[config.mk]
export PLATFORM = sky130hd
export DESIGN_NAME = pcrc_horner
export DESIGN_NICKNAME = d
export VERILOG_FILES = /design/src/rtl/core/pcrc_pkg.sv /design/src/rtl/core/pcrc_horner.sv
export SDC_FILE = /design/constraint.sdc
export NUM_CORES = 2
export LEC_CHECK = 0
export BUFFER_PORTS_ARGS = -buffer_cell sky130_fd_sc_hd__buf_2
export CAP_MARGIN = 20
export CELL_PAD_IN_SITES_DETAIL_PLACEMENT = 1
export CELL_PAD_IN_SITES_GLOBAL_PLACEMENT = 2
export CORE_ASPECT_RATIO = 0.8
export CORE_UTILIZATION = 35
export CTS_BUF_LIST = sky130_fd_sc_hd__clkbuf_4
export DETAILED_ROUTE_END_ITERATION = 10
export PLACE_DENSITY_LB_ADDON = 0.1
export SLEW_MARGIN = 0
export SYNTH_ARGS = -nofsm -noshare
export SYNTH_HDL_FRONTEND = slang
export SYNTH_SLANG_ARGS = --single-unit
[constraint.sdc]
create_clock -name i_clk -period 20.8 [get_ports i_clk]
set_input_delay 0 -clock i_clk [delete_from_list [all_inputs] [get_ports i_clk]]
set_output_delay 0 -clock i_clk [all_outputs]
set_load 0.05 [all_outputs]
[src/rtl/core/pcrc_pkg.sv]
package pcrc_pkg;

    // Widths fixed by the item format.
    localparam int KNOT_W  = 24;
    localparam int RANGE_W = 16;
    localparam int CORR_W  = 32;
    localparam int DX_W    = 24;

    // Function codes of an input beat.
    typedef enum logic {
        FUNC_LOAD = 1'b0,
        FUNC_EVAL = 1'b1
    } t_func;

    // Clamp region codes.
    typedef enum logic [1:0] {
        REGION_INSIDE = 2'd0,
        REGION_LOW    = 2'd1,
        REGION_HIGH   = 2'd2
    } t_region;

    // Register indexes on the configuration port.
    localparam logic [1:0] REG_SEG_COUNT = 2'd0;
    localparam logic [1:0] REG_MIN_CAL   = 2'd1;
    localparam logic [1:0] REG_MAX_CAL   = 2'd2;

    // Sequencer states.
    typedef enum logic [2:0] {
        ST_IDLE,
        ST_SCAN,
        ST_HORNER,
        ST_ROUND,
        ST_OUT
    } t_state;

    // Search status handed down the chain of cells.
    typedef struct packed {
        logic       found;
        logic [7:0] hit;
    } t_scan;

endpackage

[src/rtl/core/pcrc_horner.sv]
module pcrc_horner #(
    parameter int COEF_WIDTH = 48
) (
    input  logic                          i_clk,
    input  logic                          i_rst_n,
    input  logic                          i_start,
    input  logic [pcrc_pkg::DX_W-1:0]     i_dx,
    input  logic signed [COEF_WIDTH-1:0]  i_init,
    input  logic signed [COEF_WIDTH-1:0]  i_coef,
    output logic [1:0]                    o_step,
    output logic                          o_done,
    output logic signed [COEF_WIDTH-1:0]  o_acc
);
    import pcrc_pkg::*;

    localparam int PW = COEF_WIDTH + DX_W + 1;
    localparam int HALF = (COEF_WIDTH + 1) / 2;
    localparam logic signed [COEF_WIDTH-1:0] CMAX = {1'b0, {(COEF_WIDTH-1){1'b1}}};
    localparam logic signed [COEF_WIDTH-1:0] CMIN = {1'b1, {(COEF_WIDTH-1){1'b0}}};

    // Phase 0 multiplies the low half, phase 1 the high half, phase 2 adds.
    logic signed [COEF_WIDTH-1:0] r_acc, n_acc;
    logic signed [PW-1:0]         r_prod, n_prod;
    logic [1:0]                   r_phase, n_phase;
    logic [1:0]                   r_step, n_step;
    logic                         r_busy, n_busy;
    logic                         r_done, n_done;

    logic signed [PW-1:0]         part;
    logic signed [PW-8-1:0]       quo;
    logic signed [COEF_WIDTH-1:0] t_sat;
    logic signed [COEF_WIDTH:0]   sum;
    logic [HALF-1:0]              lo_bits;
    logic signed [COEF_WIDTH-HALF:0] hi_bits;

    always_comb begin
        lo_bits = r_acc[HALF-1:0];
        hi_bits = (COEF_WIDTH-HALF+1)'($signed(r_acc[COEF_WIDTH-1:HALF]));
        if (r_phase == 2'd0) begin
            part = PW'($signed({1'b0, lo_bits}) * $signed({1'b0, i_dx}));
        end else begin
            part = PW'(hi_bits * $signed({1'b0, i_dx})) <<< HALF;
        end
        quo = (PW-8)'(r_prod >>> 8);
        if (quo > (PW-8)'(CMAX)) begin
            t_sat = CMAX;
        end else if (quo < (PW-8)'(CMIN)) begin
            t_sat = CMIN;
        end else begin
            t_sat = COEF_WIDTH'(quo);
        end
        sum = (COEF_WIDTH+1)'(t_sat) + (COEF_WIDTH+1)'(i_coef);
    end

    always_comb begin
        n_acc   = r_acc;
        n_prod  = r_prod;
        n_phase = r_phase;
        n_step  = r_step;
        n_busy  = r_busy;
        n_done  = 1'b0;
        if (i_start) begin
            n_acc   = i_init;
            n_phase = 2'd0;
            n_step  = 2'd0;
            n_busy  = 1'b1;
        end else if (r_busy) begin
            unique case (r_phase)
                2'd0: begin
                    n_prod  = part;
                    n_phase = 2'd1;
                end
                2'd1: begin
                    n_prod  = r_prod + part;
                    n_phase = 2'd2;
                end
                default: begin
                    if (sum > (COEF_WIDTH+1)'(CMAX)) n_acc = CMAX;
                    else if (sum < (COEF_WIDTH+1)'(CMIN)) n_acc = CMIN;
                    else n_acc = COEF_WIDTH'(sum);
                    n_phase = 2'd0;
                    if (r_step == 2'd2) begin
                        n_busy = 1'b0;
                        n_done = 1'b1;
                    end else begin
                        n_step = r_step + 2'd1;
                    end
                end
            endcase
        end
    end

    always_ff @(posedge i_clk) begin
        if (!i_rst_n) begin
            r_busy  <= 1'b0;
            r_done  <= 1'b0;
            r_phase <= 2'd0;
            r_step  <= 2'd0;
        end else begin
            r_busy  <= n_busy;
            r_done  <= n_done;
            r_phase <= n_phase;
            r_step  <= n_step;
        end
        r_acc  <= n_acc;
        r_prod <= n_prod;
    end

    assign o_step = r_step;
    assign o_done = r_done;
    assign o_acc  = r_acc;
endmodule

==> flow_summary_export.csv <==
group,metric,value,unit
setup_path,r2r_worst_path_depth,37,
global_route,grt_antenna_before_repair,9,
final_layout,area_delta_synth_final,7.23,%
placement,post-dp-hpwl,151,mm
final_layout,layout-drive-gt1-share,0.0591,
synth,synth-edff-count,121,
sta,max_slew_margin,0.190,
cts,cts_tree,"yes",
die,ios,174,
setup_path,worstPathMaxFanout,21,
synth,synth_flop_cell,"sky130_fd_sc_hd__edfxtp_1",
sta,timing.clock.skew,0.0405,ns
routing,final_wirelength,191,mm
synth,yosysWarningCount,0,
final_layout,num-fill-cells,17217,
placement,gpl.final_weighted_congestion,0.865,
synth,synth_area_per_cell,8.56,um^2
die,core-area,146000,um^2
setup_path,crit_path_frequent_cell,"sky130_fd_sc_hd__fa_1",
synth,post_synth_inst_count,6014,
final_layout,regArea,3750,um^2
sta,worst_pin_slew,1.20,ns
global_route,via_count_of_the_first_global_routing_pass,45324,
sta,finalSetupViolCount,0,
setup_path,worst-endpoint-required,21.28,ns
die,initial_utilization,0.353,
die,fp.dieArea,149000,um^2
routing,avgRoutedWirePerCell,23.8,um
cts,clk-insertion-delay-late,0.67,ns
synth,synth.yosys.seq_area_share,0.0729,
cts,cts_max_path_buffers,2,
worst_hold_path,hold_path_end,"o_acc[4]",
sta,finalMaxSlewViolations,0,
routing,vias_per_cell,5.16,
final_layout,top_library_cells_by_usage_in_the_layout_fill_and_taps_aside,"sky130_fd_sc_hd__inv_1 (1122), sky130_fd_sc_hd__fa_1 (966), sky130_fd_sc_hd__nand2_1 (856)",
global_route,globalRouteOverflowTotal,0,
sta,finalCritPeriodShare,0.539,
final_layout,multi_input_comb_area,42300,um^2
routing,antenna_left,0,
cts,clock_slew_at_reported_path_ffs,0.16,ns
synth,mappedNetlistNets,7603,
global_route,grt_usage,0.265,
run,cap_violations,0,
routing,via_count_of_the_routed_design,41318,
routing,first_pass_iters,5,
synth,post_synthesis_async_set_or_reset_flop_share,0,
sta,period_minus_slack,11.21,ns
placement,count_of_buffers_from_port_buffering,173,
routing,route.detailed.drc,0,
routing,drt-initial-drc-count,2492,
setup_path,timing.reg2reg.setup_slack,9.59,ns
synth,postSynthRegisterBits,127,
status,run_status,"completed",
sta,fin_ws,9.59,ns
sta,timing_hold_violations_final,0,
cts,cts-htree-levels,4,
final_layout,nets,7618,
die,placement_rows,125,
cts,clk_root_buffer_cell,"sky130_fd_sc_hd__clkbuf_4",
setup_path,cpPeakStageDelay,0.65,ns
sta,max_clock_freq,0.0892,GHz
sta,timing.hold.ws,0.0930,ns
setup_path,worst_path_slowest_cell,"sky130_fd_sc_hd__a2111oi_1",
cts,cts_sinks,127,
worst_hold_path,min-delay-start,"i_coef[4]",
cts,postCtsResizedCells,0,
setup_path,critical_path.startpoint_type,"flip-flop",
cts,tritoncts.num_buffers,17,
final_layout,final_common_cell,"sky130_fd_sc_hd__inv_1",
setup_path,critical_path.reg2reg.startpoint,"o_acc[4]",
synth,synth_cell_type_count,97,
setup_path,timing_worst_setup_path_type,"flip-flop to flip-flop",
worst_hold_path,hold-path-cell-count,5,
setup_path,rr_endpoint,"r_prod[68]",
setup_path,critPathCaptureType,"flip-flop",
worst_hold_path,min-delay-path-class,"primary input to flip-flop",
synth,synth.cell_area,51500,um^2
global_route,grt_first_pass_wirelength,296,mm
die,die_x,431,um
sta,finalSetupTns,0,ns
sta,setup_repair_after_global_routing_missed_its_margin,"no",
global_route,grt_start_max_net_pins,69,
placement,pre_cts_slack,9.68,ns
die,die_h,345,um
setup_path,cp_data_arrival_time,11.69,ns
layer usage:
| layer | vias to the layer above | global-route usage | share of wire |
|---|---|---|---|
| met5 | - | 0 | 0.000068 |
| met4 | 2 | 0.0371 | 0.012 |
| met3 | 90 | 0.0212 | 0.037 |
| met2 | 729 | 0.406 | 0.44 |
| met1 | 21763 | 0.411 | 0.51 |
| li1 | 18734 | - | - |
what timing repair did:
item	4_1_cts	5_1_grt
endpoints found under the setup margin	0	0
buffers inserted	0	0
hold endpoints to repair	70	0
hold buffers	54	0
worst max-delay path: cells and delay by family, from the launching register on:
family,cells,cell delay [ns]
adders and majority gates,9,4.39
AOI/OAI and AO/OA,13,3.62
and+or+nand+nor,7,1.69
buffers and inverters,7,0.61
DFF,1,0.51
xor gates and xnor gates,1,0.14
through the flow:
stage | utilization | cell area (um^2) | std cells
floorplan | - | 51500 | 6014
global placement | 0.373 | 54300 | 7923
detailed placement | 0.373 | 54300 | 7924
CTS | 0.379 | 55200 | 8010
global route | 0.379 | 55200 | 8011
finish | 0.379 | 55200 | 8013
sequential cells by signal, summed over array words and instances (netlist names):
| register | flops |
|---|---|
| r_prod | 73 |
| o_acc | 48 |
| o_step | 2 |
| r_phase | 2 |
| o_done | 1 |
| r_busy | 1 |
synthesized netlist by cell type, types with 7 or more instances:
cell type	n	area [um^2]
sky130_fd_sc_hd__inv_1	1122	4210
sky130_fd_sc_hd__fa_1	966	19300
sky130_fd_sc_hd__nand2_1	856	3210
sky130_fd_sc_hd__ha_1	500	6260
sky130_fd_sc_hd__and2_1	487	3050
sky130_fd_sc_hd__clkbuf_1	302	1130
sky130_fd_sc_hd__a21oi_1	254	1270
sky130_fd_sc_hd__nor2_1	246	923
sky130_fd_sc_hd__a21o_1	173	1300
sky130_fd_sc_hd__o21ai_0	150	751
sky130_fd_sc_hd__xnor2_1	122	1070
sky130_fd_sc_hd__edfxtp_1	121	3630
sky130_fd_sc_hd__xor2_1	72	631
sky130_fd_sc_hd__nor2b_1	52	325
sky130_fd_sc_hd__nand3_1	45	225
sky130_fd_sc_hd__nand4_1	44	275
sky130_fd_sc_hd__nand2b_1	43	269
sky130_fd_sc_hd__nor3_1	33	165
sky130_fd_sc_hd__o21bai_1	32	240
sky130_fd_sc_hd__o21ai_1	29	145
sky130_fd_sc_hd__a31oi_1	26	163
sky130_fd_sc_hd__o21a_1	26	195
sky130_fd_sc_hd__a211oi_1	21	158
sky130_fd_sc_hd__and3_1	21	131
sky130_fd_sc_hd__buf_2	20	100
sky130_fd_sc_hd__o22ai_1	19	119
sky130_fd_sc_hd__mux2i_1	16	160
sky130_fd_sc_hd__o31ai_1	16	120
sky130_fd_sc_hd__maj3_1	13	130
sky130_fd_sc_hd__nor4_1	13	81.3
sky130_fd_sc_hd__or2_2	11	68.8
sky130_fd_sc_hd__or3_1	9	56.3
sky130_fd_sc_hd__a21boi_0	7	52.6
sky130_fd_sc_hd__a22o_1	7	61.3
sky130_fd_sc_hd__mux2_2	7	78.8
sky130_fd_sc_hd__o211ai_1	7	52.6
sky130_fd_sc_hd__o221ai_1	7	61.3
layout make-up:
type | instances | share of cell area
Antenna cell | 3 | 0.000136
Clock buffer | 17 | 0.00231
Clock inverter | 15 | 0.00376
Inverter | 1122 | 0.0763
Multi-Input combinational cell | 4438 | 0.766
Sequential cell | 127 | 0.0680
Tap cell | 1968 | 0.0446
Timing Repair Buffer | 323 | 0.0385
how the worst max path moves through the flow:
| stage | start | end | depth (start not counted) |
|---|---|---|---|
| 2_1_floorplan | o_acc[18] | r_prod[71] | 39 |
| 3_3_place_gp | i_dx[4] | r_prod[48] | 37 |
| 3_5_place_dp | i_dx[4] | r_prod[68] | 39 |
| 4_1_cts | o_acc[4] | r_prod[68] | 37 |
| 5_1_grt | o_acc[4] | r_prod[72] | 37 |
| 6_report | o_acc[4] | r_prod[68] | 37 |
cells by family (layout without fill, tap and decap cells):
group           Yosys count  in the layout  synth area share
compound gates          855            855             0.107
fa+ha+maj              1479           1479             0.500
simple gates           1885           1885             0.175
flops                   127            127            0.0729
other cells               0              3                 0
buf+inv                1449           1477             0.107
mux                      23             23           0.00464
xor+xnor                196            196            0.0339
Power is not shown: default switching activity piles up to over one toggle a cycle in this logic, so the estimate is an artifact.
