### config.mk
export PLATFORM = sky130hd
export DESIGN_NAME = pcrc_cell
export DESIGN_NICKNAME = d
export VERILOG_FILES = /design/src/rtl/core/pcrc_pkg.sv /design/src/rtl/core/pcrc_cell.sv
export SDC_FILE = /design/constraint.sdc
export NUM_CORES = 1
export LEC_CHECK = 0
export ABC_CLOCK_PERIOD_IN_PS = 4300
export BUFFER_PORTS_ARGS = -buffer_cell sky130_fd_sc_hd__buf_4
export CORE_AREA = 2 2 196 198
export DETAILED_ROUTE_END_ITERATION = 16
export DIE_AREA = 0 0 198 200
export GPL_TIMING_DRIVEN = 0
export REMOVE_ABC_BUFFERS = 1
export SYNTH_ARGS = -nofsm -noshare
export SYNTH_HDL_FRONTEND = slang
export SYNTH_SLANG_ARGS = --single-unit
### constraint.sdc
create_clock -name i_clk -period 4.3 [get_ports i_clk]
set_input_delay 0.43 -clock i_clk [delete_from_list [all_inputs] [get_ports i_clk]]
set_output_delay 0.43 -clock i_clk [all_outputs]
set_load 0.02 [all_outputs]
### src/rtl/core/pcrc_pkg.sv
package pcrc_pkg;

    // Widths fixed by the item format.
    localparam int KNOT_W  = 24;
    localparam int RANGE_W = 16;
    localparam int CORR_W  = 32;
    localparam int DX_W    = 24;

    // Function codes of an input beat.
    typedef enum logic {
        FUNC_LOAD = 1'b0,
        FUNC_EVAL = 1'b1
    } t_func;

    // Clamp region codes.
    typedef enum logic [1:0] {
        REGION_INSIDE = 2'd0,
        REGION_LOW    = 2'd1,
        REGION_HIGH   = 2'd2
    } t_region;

    // Register indexes on the configuration port.
    localparam logic [1:0] REG_SEG_COUNT = 2'd0;
    localparam logic [1:0] REG_MIN_CAL   = 2'd1;
    localparam logic [1:0] REG_MAX_CAL   = 2'd2;

    // Sequencer states.
    typedef enum logic [2:0] {
        ST_IDLE,
        ST_SCAN,
        ST_HORNER,
        ST_ROUND,
        ST_OUT
    } t_state;

    // Search status handed down the chain of cells.
    typedef struct packed {
        logic       found;
        logic [7:0] hit;
    } t_scan;

endpackage

### src/rtl/core/pcrc_cell.sv
module pcrc_cell #(
    parameter int COEF_WIDTH = 48,
    parameter int IDX_W      = 4
) (
    input  logic                    i_clk,
    input  logic                    i_we,
    input  logic [pcrc_pkg::KNOT_W-1:0] i_start,
    input  logic [pcrc_pkg::KNOT_W-1:0] i_end,
    input  logic [4*COEF_WIDTH-1:0] i_coefs,
    input  logic [pcrc_pkg::KNOT_W-1:0] i_x,
    input  logic                    i_last,
    input  logic [IDX_W-1:0]        i_slot,
    input  logic                    i_in_use,
    input  pcrc_pkg::t_scan         i_scan,
    output pcrc_pkg::t_scan         o_scan,
    output logic [pcrc_pkg::KNOT_W-1:0] o_start,
    output logic [4*COEF_WIDTH-1:0] o_coefs
);
    import pcrc_pkg::*;

    logic [KNOT_W-1:0]       r_start;
    logic [KNOT_W-1:0]       r_end;
    logic [4*COEF_WIDTH-1:0] r_coefs;
    logic                    seg_hit;

    // One segment slot is held in this cell.
    always_ff @(posedge i_clk) begin
        if (i_we) begin
            r_start <= i_start;
            r_end   <= i_end;
            r_coefs <= i_coefs;
        end
    end

    // Cover test; the last slot in use also holds its end knot.
    always_comb begin
        seg_hit = i_in_use && (i_x >= r_start) &&
                  (i_last ? (i_x <= r_end) : (i_x < r_end));
        o_scan = i_scan;
        if (!i_scan.found && seg_hit) begin
            o_scan.found = 1'b1;
            o_scan.hit   = 8'(i_slot);
        end
    end

    assign o_start = r_start;
    assign o_coefs = r_coefs;
endmodule

==> results of run 1 <==
[cell usage in the layout (no fill, tap or decap), types with 5 or more instances in the layout]
| cell type | count |
|---|---|
| nand2_1 | 9 |
| nand4_1 | 7 |
| clkbuf_16 | 29 |
| clkinvlp_4 | 6 |
| buf_4 | 504 |
| o21ai_0 | 5 |
| a21oi_1 | 18 |
| ha_1 | 48 |
| inv_1 | 48 |
| edfxtp_1 | 240 |
[critical path: cells and delay by family, from the launching register on]
| family | cells | cell delay [ns] |
|---|---|---|
| adders and majority gates | 1 | 0.24 |
| DFF | 1 | 0.36 |
| AOI/OAI and AO/OA | 2 | 0.61 |
| and+or+nand+nor | 4 | 1.02 |
| buffers and inverters | 2 | 0.24 |
| muxes | 1 | 0.36 |
[path summary, 6_finish.rpt]
path / from / endpoint / slack (ns) / cells past startpoint
setup / recovery: r_end[10] / o_scan[3] / 0.50 / 10
hold / removal: i_coefs[170] / o_coefs[170] / 0.04 / 1
[flip-flops by register name, summed over array words and instances (netlist names)]
register  flops
o_coefs     192
o_start      24
r_end        24
[kinds of logic after synthesis]
logic type,count (synthesis),synth area share
flops,240,0.842
buf+inv,48,0.0211
fa+ha+maj,48,0.0702
simple gates,40,0.0288
compound gates,37,0.0308
mux,4,0.00702
[stage by stage]
step                      worst slack [ns]  instance area, µm²  hold WS (ns)  std cells
after floorplan                       1.64                8560         0.529        417
after CTS                           0.0321               14000      0.000165       1491
after global routing                 0.189               14000       0.00290       1492
after detailed placement             0.444               13000         0.609       1434
after global placement               0.455               13000         0.608       1433
final                                0.503               14000        0.0386       1493
[layer usage]
layer / vias to the layer above / track usage
met5: - / 0
met4: 6 / 0.0418
met3: 51 / 0.0694
met2: 282 / 0.242
met1: 2688 / 0.134
li1: 2690 / -
[layout make-up]
class	count	share of cell area
Clock buffer	32	0.0525
Sequential cell	240	0.513
Antenna cell	2	0.000356
Tap cell	511	0.0455
Timing Repair Buffer	509	0.274
Multi-Input combinational cell	129	0.0838
Inverter	48	0.0128
Clock inverter	22	0.0175
[what timing repair did]
action / in CTS / in global routing
hold endpoints to repair: 3 / 0
gates resized for setup: 0 / 1
endpoints found under the setup margin: 0 / 1
hold buffers: 3 / 0
[power breakdown]
group / switching (mW) / total (mW) / leakage [nW] / internal (mW)
registers: 0.0604 / 2.85 / 2.35 / 2.79
logic: 0.482 / 0.913 / 3.28 / 0.431
clock network: 1.01 / 2.49 / 0.462 / 1.49
total: 1.55 / 6.25 / 6.09 / 4.70
==> reports/qor.txt, run 1 <==
Status - completed
Core utilization of the finished layout - 0.376
Cells after Synth - 417
DRC violations left - 0
Via density - 3.83
DR pass1 iterations - 4
DR WL met3 - 3.28 mm
Final Hold Fails - 0
CP Class - register to primary output
Most numerous cell in the Yosys netlist - edfxtp_1
Layout cells sized above 1 - 0.580
Post-synth top area share - 0.842
LEAKAGE - 6.09 nW
Num ports - 506
HPWL after DPL - 22.8 mm
Worst-path clk slew - 0.06 ns
CP max-delay cell - nor3_4
Die height - 200 µm
Worst-path maximum fanout - 8
Routed Antenna Nets - 0
Worst Setup Start Kind - register
Commonest cells in the netlist - edfxtp_1, ha_1, inv_1
Iter 0 DRT Violations - 241
Crit end category - primary output
Largest net degree at the start of global routing - 123
Largest cells by area after synthesis - edfxtp_1, ha_1, inv_1, a21oi_1, mux2_4
Die area - 0.0396 mm²
PD cells - 445 mW/mm²
Overall routing resource usage - 0.134
Post-Route Setup TNS - 0 ns
Final setup fails - 0
Routed WL - 28.4 mm
Core ar. - 0.0374 mm²
Vias in the first global route - 6,083
Post-synth design cell area - 0.00856 mm²
Sequential area share after synthesis - 0.842
CTS tree - done
Area grow syn2layout - 64.2%
Drt wl/cell - 19.0 µm
Critical path arrival - 3.37 ns
Worst path max stage delay - 0.38 ns
Syn. warnings - 0
Root Buffer - clkbuf_16
Critical-path cell list - inv_1 > ha_1 > and3_1 > a221oi_2 > nor2b_1 > nor4_2 > a21oi_1 > nor3_4 > mux2_4 > buf_4
Hold crit path type - primary input to register
Gr ovfl total - 0
GPL Wtd Cong - 0.757
# Post-CTS Setup Buffers - 0
Metal-1 WL - 9.51 mm
Longest Clk Path Bufs - 3
CP required - 3.87 ns
Fmax - 0.263 GHz
RSZ-0062 raised after global routing - no
Routed wl met2 - 14.7 mm
Async SR Flop Fraction - 0
Starting Density - 0.229
Top FF cell, synth - edfxtp_1
First-pass GRT wire length - 38.3 mm
Die W - 198 µm
Worst VDD drop - 0.349 mV
Worst slew margin - 0.369
Synth Register Bits - 240
Area leader, netlist - edfxtp_1
Worst-Margin Slew - 0.946 ns
# fillers - 3,553
Via count - 5,717
Slew Limit Fails - 0
Initial antenna violation count - 4
Max Cap Violations - 0
Cts bufs inserted - 29
Footprint of the multi-input gates - 0.00118 mm²
CTS Sinks - 240
H-tree Lvls - 1
Row count - 71
Top layer in use - met5
Cell variety after synth - 28
IO buf count - 505
Final nets - 1,286
Tot Pwr - 6.25 mW
Mean Syn Cell Area - 20.5 µm²
Post-synth EDFFs - 240
Final period util - 0.883
Register cell area after layout - 0.00721 mm²
Tmin final - 3.80 ns
(Power assumes the default switching activity.)
==> run 2: changes to the inputs <==
ABC_AREA = 1   (was unset)
CORE_AREA = 2 2 197 199   (was 2 2 196 198)
DIE_AREA = 0 0 199 201   (was 0 0 198 200)
==> run 2 against run 1 <==
Count of clock-buffer cells in the layout is 4 higher. First-iteration DRC count down 8.7%. Largest power group unchanged. Critical endpoint is now o_scan[7]. Combinational power hardly changed.
==> reports/qor.txt, run 2 <==
Via density - 3.82
Hold_buf cts - 0
HPWL after DPL - 22.5 mm
Sequential area share after synthesis - 0.833
Cts bufs inserted - 28
LEAKAGE - 6.26 nW
CP Class - register to primary output
Top FF cell, synth - edfxtp_1
Worst-path maximum fanout - 8
DR pass1 iterations - 4
Post-synth design cell area - 0.00865 mm²
RSZ-0062 raised after global routing - no
Cells after Synth - 485
Post-synth EDFFs - 240
Crit end category - primary output
Area leader, netlist - edfxtp_1
Gr ovfl total - 0
# fillers - 3,678
Largest net degree at the start of global routing - 126
Worst setup margin - 1.24 ns
Most numerous cell in the Yosys netlist - edfxtp_1
DRC violations left - 0
Status - completed
Fmax - 0.327 GHz
Dpl ws - 1.62 ns
Critical path arrival - 2.63 ns
Hold crit path type - primary input to register
Starting Density - 0.227
Final setup fails - 0
Vias in the first global route - 6,340
Root Buffer - clkbuf_16
Largest cells by area after synthesis - edfxtp_1, ha_1, inv_1, nand2_1, a21oi_1
Longest Clk Path Bufs - 3
Routed Antenna Nets - 0
Layout cells sized above 1 - 0.530
Worst-Margin Slew - 0.963 ns
Post-synth top area share - 0.833
GPL Wtd Cong - 0.755
Mean Syn Cell Area - 17.8 µm²
Die height - 201 µm
Tmin final - 3.06 ns
# Post-CTS Setup Buffers - 0
Worst hold margin - 0.0443 ns
Synth Register Bits - 240
Commonest cells in the netlist - edfxtp_1, inv_1, nand2_1
Slew Limit Fails - 0
Final Hold Fails - 0
Initial antenna violation count - 6
Commonest cells after routing, fill and taps aside - buf_4, edfxtp_1, inv_1
Reg power frac - 0.469
Max Cap Violations - 0
IO buf count - 505
Worst slew margin - 0.358
CTS tree - done
Commonest non-fill, non-tap cell in the layout - buf_4
Cell variety after synth - 18
Via count - 5,967
Final instance area - 0.0140 mm²
Switch share - 0.249
Internal power - 4.56 mW
PD cells - 433 mW/mm²
Final nets - 1,350
Async SR Flop Fraction - 0
Worst-path clk slew - 0.06 ns
Post-Route Setup TNS - 0 ns
Overall routing resource usage - 0.136
Syn. warnings - 0
Die W - 199 µm
Drt wl/cell - 18.0 µm
CP required - 3.87 ns
H-tree Lvls - 1
Iter 0 DRT Violations - 220
Area grow syn2layout - 62.0%
Clock network fraction of total power - 0.381
First-pass GRT wire length - 39.5 mm
Combinational fraction of design power - 0.150
Num ports - 506
Row count - 72
Worst VDD drop - 0.335 mV
Switch Pwr - 1.51 mW
CTS Sinks - 240
Core ar. - 0.0381 mm²
Die area - 0.0400 mm²
Routed WL - 28.1 mm
Post_cts resized - 0
Final period util - 0.711
Max reg flops - 192
Worst Setup Start Kind - register
Dpl cell area - 0.0131 mm²
run 2: cell count changes in the layout (fill, tap and decap cells not counted), moves of 3 or more:
| cell | delta |
|---|---|
| nand2_1 | +60 |
| inv_1 | +23 |
| nor2_1 | +11 |
| and2b_2 | -4 |
| clkbuf_1 | +4 |
| clkinvlp_4 | -4 |
| mux2_4 | -4 |
| a211oi_1 | -3 |
| dlygate4sd3_1 | -3 |
| nor3_1 | -3 |
| o21ai_0 | -3 |
run 2: layer usage:
layer  GRT usage  wire length [µm]  vias to the layer above
li1            -                 -                     2825
met2       0.243             14600                      273
met5           0                49                        -
met4      0.0381               642                        8
met1       0.135              9450                     2815
met3      0.0711              3440                       46
run 2: final timing paths:
check | cells past startpoint | end | start | slack (ns)
setup / recovery | 12 | o_scan[7] | o_start[21] | 1.24
hold / removal | 1 | o_coefs[18] | i_coefs[18] | 0.04
run 2: area by class of cell:
cell class / instances / area [µm²] / area share
Sequential cell: 240 / 7210 / 0.514
Timing Repair Buffer: 506 / 3830 / 0.273
Multi-Input combinational cell: 174 / 1180 / 0.0841
Clock buffer: 36 / 752 / 0.0537
Tap cell: 518 / 648 / 0.0462
Inverter: 71 / 267 / 0.0190
Clock inverter: 15 / 133 / 0.00946
Antenna cell: 2 / 5.00 / 0.000357
run 2: power groups by stage:
stage	Combinational (mW)	Clock (mW)	Sequential, mW
finish	0.911	2.32	2.84
global route	0.977	2.48	2.86
CTS	0.931	2.40	2.85
detailed placement	0.929	0	2.89
global placement	0.916	0	2.90
floorplan	0.132	0	3.10
run 2: worst max-delay path: stages (launching register included):
cell and delay [ns]:
edfxtp_1 0.39, inv_1 0.06, ha_1 0.29, nand4_1 0.22, nor2_2 0.22, nand2_1 0.09
a21oi_2 0.10, nor2_1 0.07, nor2_4 0.16, nand3_4 0.14, nand2_1 0.13, inv_1 0.05
buf_4 0.15
run 2: per-stage QoR:
step,instances,util,power (mW)
after detailed placement,1509,0.344,3.82
after global placement,1508,0.344,3.81
after floorplan,485,-,3.23
after global routing,1560,0.368,6.32
after CTS,1560,0.368,6.18
final,1562,0.368,6.07
run 2: cell families after synthesis:
logic type	synth area share
DFF	0.833
and+or+nand+nor	0.0511
buffers and inverters	0.0308
adders and majority gates	0.0694
AOI/OAI and AO/OA	0.0158
==> run 3: changes to the inputs <==
ABC_CLOCK_PERIOD_IN_PS = 3000   (was 4300)
clock period = 3 ns   (was 4.3 ns; I/O delays follow)
==> run 3 against run 2 <==
Sequential share of layout area fell by 7.8 points. Die area did not move. Global-route usage up 1.4 points. Final cell count increased by 16%. Setup slack worse by 1.1 ns. Largest power group unchanged. Count of clock-buffer cells in the layout is the same. First-iteration DRC count grew 1.8%. Critical path type unchanged. Wire length increased by 10%. Final area increased by 18%. Via count increased by 18%. Non-clock buffer count is 245 higher.
==> reports/qor.txt, run 3 (synthesis gave the netlist of run 2 again) <==
Status - completed
Final Hold Fails - 0
LEAKAGE - 7.29 nW
DR pass1 iterations - 4
Final period util - 0.949
Row count - 72
Dpl cell area - 0.0131 mm²
Die height - 201 µm
Worst hold margin - 0.337 ns
Vias in the first global route - 7,649
Dpl ws - 0.584 ns
Drt wl/cell - 17.1 µm
Slew Limit Fails - 0
IO buf count - 505
Crit end category - primary output
Die W - 199 µm
HPWL after DPL - 22.5 mm
Final setup fails - 0
Worst-path maximum fanout - 3
Gr ovfl total - 0
GPL Wtd Cong - 0.755
Worst VDD drop - 0.470 mV
DRC violations left - 0
Hold crit path type - primary input to register
Routed Antenna Nets - 0
Routed WL - 31.0 mm
Initial antenna violation count - 10
Final instance area - 0.0165 mm²
Worst slew margin - 0.349
Final nets - 1,595
Hold Path Origin - i_we
Tot Pwr - 9.00 mW
Max Cap Violations - 0
Cts bufs inserted - 28
First-pass GRT wire length - 44.7 mm
CTS tree - done
Starting Density - 0.227
Overall routing resource usage - 0.150
Hold path depth - 1
Iter 0 DRT Violations - 224
Via density - 3.89
Via count - 7,042
H-tree Lvls - 1
Max reg flops - 192
Commonest non-fill, non-tap cell in the layout - buf_4
Worst setup margin - 0.153 ns
CTS Sinks - 240
Worst Hold Path EP - o_coefs[120]
Worst Setup Start Kind - register
Critical path arrival - 2.55 ns
Area grow syn2layout - 90.8%
Core ar. - 0.0381 mm²
CP required - 2.70 ns
Tmin final - 2.85 ns
Longest Clk Path Bufs - 3
CP Class - register to primary output
Root Buffer - clkbuf_16
Layout cells sized above 1 - 0.437
PD cells - 545 mW/mm²
Commonest cells after routing, fill and taps aside - buf_4, dlygate4sd3_1, edfxtp_1
RSZ-0062 raised after global routing - yes
Worst-path clk slew - 0.06 ns
Num ports - 506
Worst-Margin Slew - 0.976 ns
Fmax - 0.351 GHz
Die area - 0.0400 mm²
Largest net degree at the start of global routing - 126
==> run 3: worst max path at each step <==
stage | startpoint | endpoint | slack, ns | cells past startpoint
4_1_cts | o_start[21] | o_scan[7] | 0.02 | 12
2_1_floorplan | o_start[15] | o_scan[0] | 0.96 | 12
6_report | o_start[21] | o_scan[2] | 0.15 | 12
3_3_place_gp | i_we | o_coefs[10] | -0.05 | 1
3_5_place_dp | i_x[23] | o_scan[7] | 0.58 | 12
5_1_grt | o_start[23] | o_scan[2] | -0.02 | 12
==> run 3: cell type report <==
class	count	area, µm²
multi-input combinational	174	1220
sequential	240	7210
clock buffer	36	752
clock inverter	15	133
inverter	71	267
timing repair buffer	751	6270
fill	3422	21600
tap	518	648
antenna	6	15.0
==> run 3: layer usage <==
metal,global-route usage,routed length [µm],share of wire
met5,0,54,0.0017
met4,0.0512,940,0.030
met3,0.0484,2450,0.079
met2,0.274,16400,0.53
met1,0.160,11200,0.36
==> run 3: power by group <==
part	internal, mW	switching, mW	total [mW]	leakage, nW
Combinational	0.825	0.780	1.60	4.51
Clock	1.94	1.38	3.31	0.429
Sequential	3.99	0.0913	4.08	2.35
Total	6.76	2.25	9.00	7.29
==> run 3: critical path, stage by stage (launching register included) <==
cell	delay, ns
edfxtp_1	0.40
inv_2	0.06
ha_4	0.26
nand4_1	0.20
nor2_2	0.22
nand2_1	0.10
a21oi_2	0.10
nor2_1	0.07
nor2_4	0.15
buf_4	0.14
nand4_1	0.08
nand2_1	0.09
buf_4	0.13
==> run 3: repair_timing <==
item / CTS / global route
hold buffers: 240 / 0
setup buffers: 0 / 5
gates cloned: 0 / 0
pin swaps: 2 / 7
setup endpoints to repair: 1 / 8
resized for setup: 1 / 8
endpoints found under the hold margin: 240 / 0
==> run 3: through the flow <==
stage	utilization	cells	setup TNS, ns
floorplan	-	485	0
global placement	0.344	1508	-5.74
detailed placement	0.344	1509	0
CTS	0.431	1800	0
global route	0.433	1810	-0.0494
finish	0.433	1811	0
